`src/sv/aesa_pkg.sv`:
```
// ----------------------------------------------------------------------------
// aesa_pkg
// shared constants and types for the nearest neighbour search unit
// ----------------------------------------------------------------------------
package aesa_pkg;

    localparam int MAX_POINTS = 64;
    localparam int DIST_WIDTH = 32;
    localparam int CFG_WIDTH  = 7;

    localparam logic [1:0] OP_LOAD    = 2'd0;
    localparam logic [1:0] OP_START   = 2'd1;
    localparam logic [1:0] OP_DELIVER = 2'd2;

    localparam logic KIND_REQUEST = 1'b0;
    localparam logic KIND_DONE    = 1'b1;

    // controller to datapath
    typedef struct packed {
        logic clear;        // start of search
        logic take_dist;    // latch query distance, update best
        logic tbl_wr_a;     // write table at row,col
        logic tbl_wr_b;     // write table at col,row
        logic scan_rd;      // issue table and bound read for scan index
        logic min_rd;       // issue bound read for minimum pass
        logic min_init;
        logic set_pivot;    // take the least point as next pivot
    } t_cmd;

    // datapath to controller
    typedef struct packed {
        logic found;
    } t_sts;

endpackage

```
`src/sv/aesa_ctrl.sv`:
```
// ----------------------------------------------------------------------------
// aesa_ctrl
// sequencer for load, start and the per distance passes
// ----------------------------------------------------------------------------
module aesa_ctrl #(
    parameter int MAX_POINTS = aesa_pkg::MAX_POINTS,
    localparam int IW = $clog2(MAX_POINTS),
    localparam int CW = $clog2(MAX_POINTS + 1)
) (
    input  logic                            i_clk,
    input  logic                            i_rst_n,
    input  logic                            i_in_valid,
    output logic                            o_in_ready,
    input  logic [1:0]                      i_opcode,
    input  logic [5:0]                      i_row_index,
    input  logic [5:0]                      i_col_index,
    input  logic [aesa_pkg::CFG_WIDTH-1:0]  i_points,
    input  logic                            i_out_ready,
    output logic                            o_out_valid,
    output logic                            o_kind,
    output logic [IW-1:0]                   o_row,
    output logic [IW-1:0]                   o_col,
    output logic [IW-1:0]                   o_scan_idx,
    output aesa_pkg::t_cmd                  o_cmd,
    input  aesa_pkg::t_sts                  i_sts
);
    typedef enum logic [2:0] {
        S_IDLE, S_LOAD_B, S_SCAN, S_MIN, S_DECIDE, S_OUT
    } t_state;

    t_state        r_state;
    logic          r_searching;
    logic [CW-1:0] r_active;
    logic [CW-1:0] r_cnt;
    logic          r_kind;
    logic [IW-1:0] r_row;
    logic [IW-1:0] r_col;
    logic          acc;
    logic          in_range;
    logic [CW-1:0] pts_clip;

    assign o_in_ready = (r_state == S_IDLE);
    assign acc        = i_in_valid && o_in_ready;
    assign in_range   = ({1'b0, i_row_index} < 7'(MAX_POINTS))
                     && ({1'b0, i_col_index} < 7'(MAX_POINTS));

    always_comb begin
        if (i_points == '0) begin
            pts_clip = CW'(1);
        end else if (32'(i_points) > MAX_POINTS) begin
            pts_clip = CW'(MAX_POINTS);
        end else begin
            pts_clip = CW'(i_points);
        end
    end

    assign o_row        = r_row;
    assign o_col        = r_col;
    assign o_out_valid  = (r_state == S_OUT);
    assign o_kind       = r_kind;
    assign o_scan_idx   = (r_state == S_IDLE) ? '0 : r_cnt[IW-1:0];

    always_comb begin
        o_cmd           = '0;
        o_cmd.clear     = acc && i_opcode == aesa_pkg::OP_START;
        o_cmd.take_dist = acc && i_opcode == aesa_pkg::OP_DELIVER && r_searching;
        o_cmd.tbl_wr_a  = acc && i_opcode == aesa_pkg::OP_LOAD && !r_searching
                          && in_range;
        o_cmd.tbl_wr_b  = (r_state == S_LOAD_B);
        // last cycle of each pass only completes the pending update
        o_cmd.scan_rd   = (r_state == S_SCAN) && r_cnt < r_active;
        o_cmd.min_init  = o_cmd.take_dist;
        o_cmd.min_rd    = (r_state == S_MIN) && r_cnt < r_active;
        o_cmd.set_pivot = (r_state == S_DECIDE) && i_sts.found;
    end

    always_ff @(posedge i_clk) begin
        if (!i_rst_n) begin
            r_state     <= S_IDLE;
            r_searching <= 1'b0;
            r_active    <= CW'(1);
            r_cnt       <= '0;
            r_kind      <= aesa_pkg::KIND_REQUEST;
            r_row       <= '0;
            r_col       <= '0;
        end else begin
            unique case (r_state)
                S_IDLE: begin
                    r_row <= i_row_index[IW-1:0];
                    r_col <= i_col_index[IW-1:0];
                    r_cnt <= '0;
                    if (o_cmd.clear) begin
                        r_active    <= pts_clip;
                        r_searching <= 1'b1;
                        r_kind      <= aesa_pkg::KIND_REQUEST;
                        r_state     <= S_OUT;
                    end else if (o_cmd.take_dist) begin
                        r_state <= S_SCAN;
                    end else if (o_cmd.tbl_wr_a) begin
                        r_state <= S_LOAD_B;
                    end
                end
                S_LOAD_B: r_state <= S_IDLE;
                S_SCAN: begin
                    if (r_cnt >= r_active) begin
                        r_cnt   <= '0;
                        r_state <= S_MIN;
                    end else begin
                        r_cnt <= r_cnt + CW'(1);
                    end
                end
                S_MIN: begin
                    if (r_cnt >= r_active) begin
                        r_cnt   <= '0;
                        r_state <= S_DECIDE;
                    end else begin
                        r_cnt <= r_cnt + CW'(1);
                    end
                end
                S_DECIDE: begin
                    r_kind <= i_sts.found ? aesa_pkg::KIND_REQUEST : aesa_pkg::KIND_DONE;
                    if (!i_sts.found) begin
                        r_searching <= 1'b0;
                    end
                    r_state <= S_OUT;
                end
                S_OUT: begin
                    if (i_out_ready) begin
                        r_state <= S_IDLE;
                    end
                end
                default: r_state <= S_IDLE;
            endcase
        end
    end
endmodule

```
`config.mk`:
```
export PLATFORM = sky130hd
export DESIGN_NAME = aesa_ctrl
export DESIGN_NICKNAME = d
export VERILOG_FILES = /design/src/sv/aesa_pkg.sv /design/src/sv/aesa_ctrl.sv
export SDC_FILE = /design/constraint.sdc
export NUM_CORES = 1
export LEC_CHECK = 0
export ABC_AREA = 1
export BUFFER_PORTS_ARGS = -buffer_cell sky130_fd_sc_hd__buf_4
export CELL_PAD_IN_SITES_DETAIL_PLACEMENT = 1
export CELL_PAD_IN_SITES_GLOBAL_PLACEMENT = 2
export CORE_ASPECT_RATIO = 0.8
export CORE_MARGIN = 4
export CORE_UTILIZATION = 28
export DETAILED_ROUTE_END_ITERATION = 10
export GPL_TIMING_DRIVEN = 1
export MAX_ROUTING_LAYER = met4
export PLACE_DENSITY = 0.83
export SYNTH_ARGS = -nofsm -noshare
export SYNTH_HDL_FRONTEND = slang
export SYNTH_SLANG_ARGS = --single-unit
```
`constraint.sdc`:
```
create_clock -name i_clk -period 2.93 [get_ports i_clk]
set_input_delay 0.293 -clock i_clk [delete_from_list [all_inputs] [get_ports i_clk]]
set_output_delay 0.293 -clock i_clk [all_outputs]
set_load 0.01 [all_outputs]
```
**After elaboration in Yosys (flattened, before gate mapping)**

Cells that the tools add are included.
Widths: inputs -> output; s select.

- Flip-flop bits (word level): 31
- Bits in latches: 0
- Bits in writable memories: 0
- ROM bits: 0
- Output and inout port bits: 29
- Memories: 0

- $add $sub $neg: 1
- Multiply operators: 0
- Div/mod/pow operators: 0
- Order comparisons: 3
- Equality and inequality tests: 13
- Shift operators: 0
- Multiplexer cells: 18
- Bitwise logic cells: 0
- Reduce and logical (&&, ||, !) cells: 20

Operator list:

| operator | count |
|---|---|
| $mux 7 | 3 |
| $mux 3 | 6 |
| $pmux 3 s5 | 1 |
| $pmux 7 s2 | 1 |
| $logic_and 1x1->1 | 9 |
| $add 7x1->7 const B | 1 |
| $ge 7x7->1 | 1 |
| $gt 7x7->1 const B | 1 |
| $logic_not 7->1 | 1 |
| $lt 7x7->1 | 1 |
| $eq 3x2->1 const B | 2 |
| $eq 3x3->1 const B | 2 |
| $mux 6 | 1 |
| $ne 2x1->1 const B | 3 |
| $mux 1 | 4 |
| $ne 2x2->1 const B | 2 |
| $ne 4x1->1 const B | 1 |
| $pmux 1 s2 | 2 |
| $reduce_and 2->1 | 2 |
| $reduce_and 4->1 | 1 |
| $reduce_bool 2->1 | 2 |
| $eq 3x1->1 const B | 1 |
| $logic_not 3->1 | 1 |
| $reduce_and 3->1 | 1 |
| 5 further kinds | 5 |

**Depth between registers and ports, before layout**

- Depth in word-level cells: 8
- Mapped depth: 10
- Mapped depth without buffers: 10

**Worst setup path after synthesis**

Ideal clock, no wire load.

- Path type: flip-flop to output port
- Start point: register r_active[6]
- End point: output o_cmd[2] in the netlist's numbering
- Arrival time: 1406 ps
- Required time: 2637 ps
- Slack: 1231 ps
- Cell stages (with the launch flop): 8
- Path buffers: 0
- Path through: dfxtp_1 inv_1 ha_1 a21o_1 nor2_1 and2_1 inv_1 nor3_1

RTL lines:

| element | RTL line | source |
|---|---|---|
| start: declaration | aesa_ctrl.sv:33 | `logic [CW-1:0] r_active;` |
| start signal: assignment | aesa_ctrl.sv:93 | `r_active <= pts_clip;` |
| end: declaration | aesa_ctrl.sv:24 | `output aesa_pkg::t_cmd o_cmd,` |

==> results by group <==
Status
  • Outcome: finished, final reports clean

STA
  • Final hold violations: 0
  • Fin. max-slew vios: 0
  • Setup TNS after final layout: 0 ps
  • Finish-stage setup viols: 0
  • Slew at the pin with the worst max-slew slack: between 400 and 500 ps
  • Worst slew slack as a fraction of its limit: 0.720
  • Worst clock skew: 4.64 ps
  • Top achievable clock speed: 466 MHz
  • Final period util: 0.732
  • Setup repair after global routing missed its margin: false
  • Minimum clock period after layout: between 2000 and 2500 ps

Detailed routing
  • Starting DRT DRC Count: 33
  • Total routed wirelength: about 4400 um
  • Total number of vias: roughly 1600
  • Residual DRC count: 0
  • Detail-routed net length per standard cell: between 10 and 15 um
  • Via density per instance: approximately 4.4
  • Number of detailed-routing iterations run before antenna repair: 3
  • Number of nets with antenna violations after routing: 0

GRT
  • Vias in the first global route: approximately 1800
  • Largest net degree at the start of global routing: 20
  • Grt ovf: 0
  • Overall global routing resource usage: 0.144
  • Number of antenna violations at the first check in global routing: 0
  • First-pass GRT wire length: 8050 um

Placement
  • Sum of net half-perimeters after detailed placement: 3610 um
  • Post-DP Area: between 0.002 and 0.0025 mm^2
  • Placer's final routability congestion estimate: 0.747
  • Port Buffers: 54
  • Placed instance count: 360

CTS
  • Sink Count: 31
  • Deepest clock path buffer count: 2
  • TritonCTS clock tree: done
  • Clock network latency to the later pin of the worst-skew pair: 280 ps
  • Post-CTS clock slew at the launch and capture registers of the worst setup and hold paths: approximately 70 ps
  • Post-CTS repair timing setup buffer count: 0
  • Cts-stage hold buffer count: 0
  • Number of levels in the clock H-tree: 2
  • Cts bufs inserted: 5
  • Clock tree root buffer cell: clkbuf_8
  • Cts repair resizes: 0

Floorplan
  • Top-level port count: 55
  • Total core area: around 0.0056 mm^2
  • Initial Util: 0.293
  • Die Span X: around 93 um
  • Number of placement rows: 24
  • Die H: 76.2 um
  • Overall die area: around 0.007 mm^2

Synth
  • Total standard cell area after synthesis: 0.00163 mm^2
  • Post-synth top area share: 0.381
  • Synthesized netlist cell count: roughly 230
  • Average size of a mapped cell: between 6 and 7 um^2
  • Number of enable flip-flop cells after synthesis: 0
  • Syn nets: around 270
  • Post-synthesis sequential area ratio: 0.381
  • Yosys warning total: 0
  • Library cell with the highest instance count after synthesis: nor2_1
  • Count of state elements after synthesis: 31
  • Fraction of synthesis flops using an asynchronous set or reset pin: 0
  • Cell accounting for the most synthesized area: dfxtp_1
  • Top post-synthesis cells by count: nor2_1, nand2_1, dfxtp_1, inv_1, o21ai_0
  • Post-synthesis cell type count: 30
  • Dominant synthesized flop cell: dfxtp_1
  • Area contributors post-synth: dfxtp_1, nor2_1, nand2_1, inv_1, ha_1

Cells and area
  • Final design utilization: 0.398
  • Fill cell instance count of the final layout: around 710
  • Final cell count without fillers: 368
  • # nets final: between 300 and 400
  • Number of antenna diodes: 0
  • Share of cells above drive strength 1: 0.276
  • Area growth from synthesis to final layout: 35.6%
  • Final Instance Area: between 0.002 and 0.0025 mm^2

Worst hold path
  • Worst Hold Class: in2reg
  • Cells on Worst Hold Path: 3
  • Hold path startpoint: i_col_index[5]

Power and ir drop
  • Total leakage power: ~1.1 nW
  • Peak supply drop: roughly 0.40 mV
  • Total power: 1.87 mW
  • Areal power density over the cells: ~850 mW/mm^2

Setup path
  • Crit Path Category: reg2out
  • Crit-path max FO: 3
  • Critical Path RT: between 2000 and 3000 ps
  • Register-to-Register Path Depth: 9
  • Worst Path Arrival: roughly 1900 ps
  • Capturing element type of the critical path: output pin
  • CP startpoint kind: flop
  • Start point of the critical path: r_active[6]$_SDFFE_PN0P_
  • Crit Reg-Reg Startpoint: r_cnt[0]$_SDFFE_PN0P_

Flow run
  • Max-cap check violation count: 0
final timing paths:
| check | slack (ps) | to |
|---|---|---|
| worst max-delay path | 790 | o_cmd[2] |
| worst min-delay path | 260 | o_col[5]$_SDFFE_PN0P_ |
| worst max register to register | 1320 | r_cnt[5]$_SDFFE_PN0P_ |
| worst min register to register | 470 | r_active[2]$_SDFFE_PN0P_ |
worst max-delay path, cell delays in order, from the launching register on:
cell	delay [ps]
dfxtp_1	310
inv_1	50
ha_1	300
a21o_1	180
nor2_1	150
and2_1	190
inv_1	70
nor3_1	160
buf_4	160
placed cells by master (no fill, tap or decap), drive strengths merged:
master,Yosys,routed
nor2,60,60
buf,5,55
nand2,39,39
inv,32,32
dfxtp,31,31
o21ai,17,17
a21oi,14,14
nand3,9,9
ha,8,8
clkbuf,2,6
nor3,4,4
xor2,3,3
a22oi,2,2
or2,1,1
a21o,1,1
nand3b,1,1
and2,1,1
nand4,1,1
a211oi,1,1
nor4,1,1
xnor2,1,1
bufinv,0,1
clkinv,0,1
area by class of cell:
class | count | area [um^2] | share of cell area
Multi-Input combinational cell | 164 | 840 | 0.380
Sequential cell | 31 | 621 | 0.281
Timing Repair Buffer | 55 | 413 | 0.187
Inverter | 32 | 120 | 0.0544
Tap cell | 78 | 97.6 | 0.0442
Clock buffer | 6 | 82.6 | 0.0374
Clock inverter | 2 | 35.0 | 0.0159
flip-flops by register name (all words and copies together) (netlist names):
signal,cells
o_row,6
o_col,6
r_active,7
r_searching,1
r_cnt,7
r_state,3
o_kind,1
routing by layer:
metal  up-vias  share of wire  GRT usage
met2        36           0.43      0.215
met1       732           0.51      0.190
met4         0          0.014     0.0483
li1        842              -          -
met3         9          0.047     0.0346
met5         -              0          -
metrics by stage:
step,hold WS [ps],setup WS (ps)
floorplan,429,1230
global placement,457,1140
detailed placement,461,1050
CTS,254,737
global route,271,593
finish,256,785
power breakdown:
| part | internal [mW] | switching [mW] | leakage [nW] |
|---|---|---|---|
| sequential | 0.527 | 0.0613 | 0.254 |
| clock | 0.275 | 0.160 | 0.0612 |
| combinational | 0.331 | 0.518 | 0.741 |
logic make-up (layout without fill, tap and decap cells):
logic type / after synthesis / in the layout / synth area share
AO/OA/AOI/OAI: 35 / 35 / 0.121
adder cells (fa/ha/maj): 8 / 8 / 0.0614
XOR/XNOR: 4 / 4 / 0.0215
AND/OR/NAND/NOR: 117 / 117 / 0.312
flip-flops: 31 / 31 / 0.381
buffers and inverters: 39 / 95 / 0.104
Power figures use the tool's default switching activity.
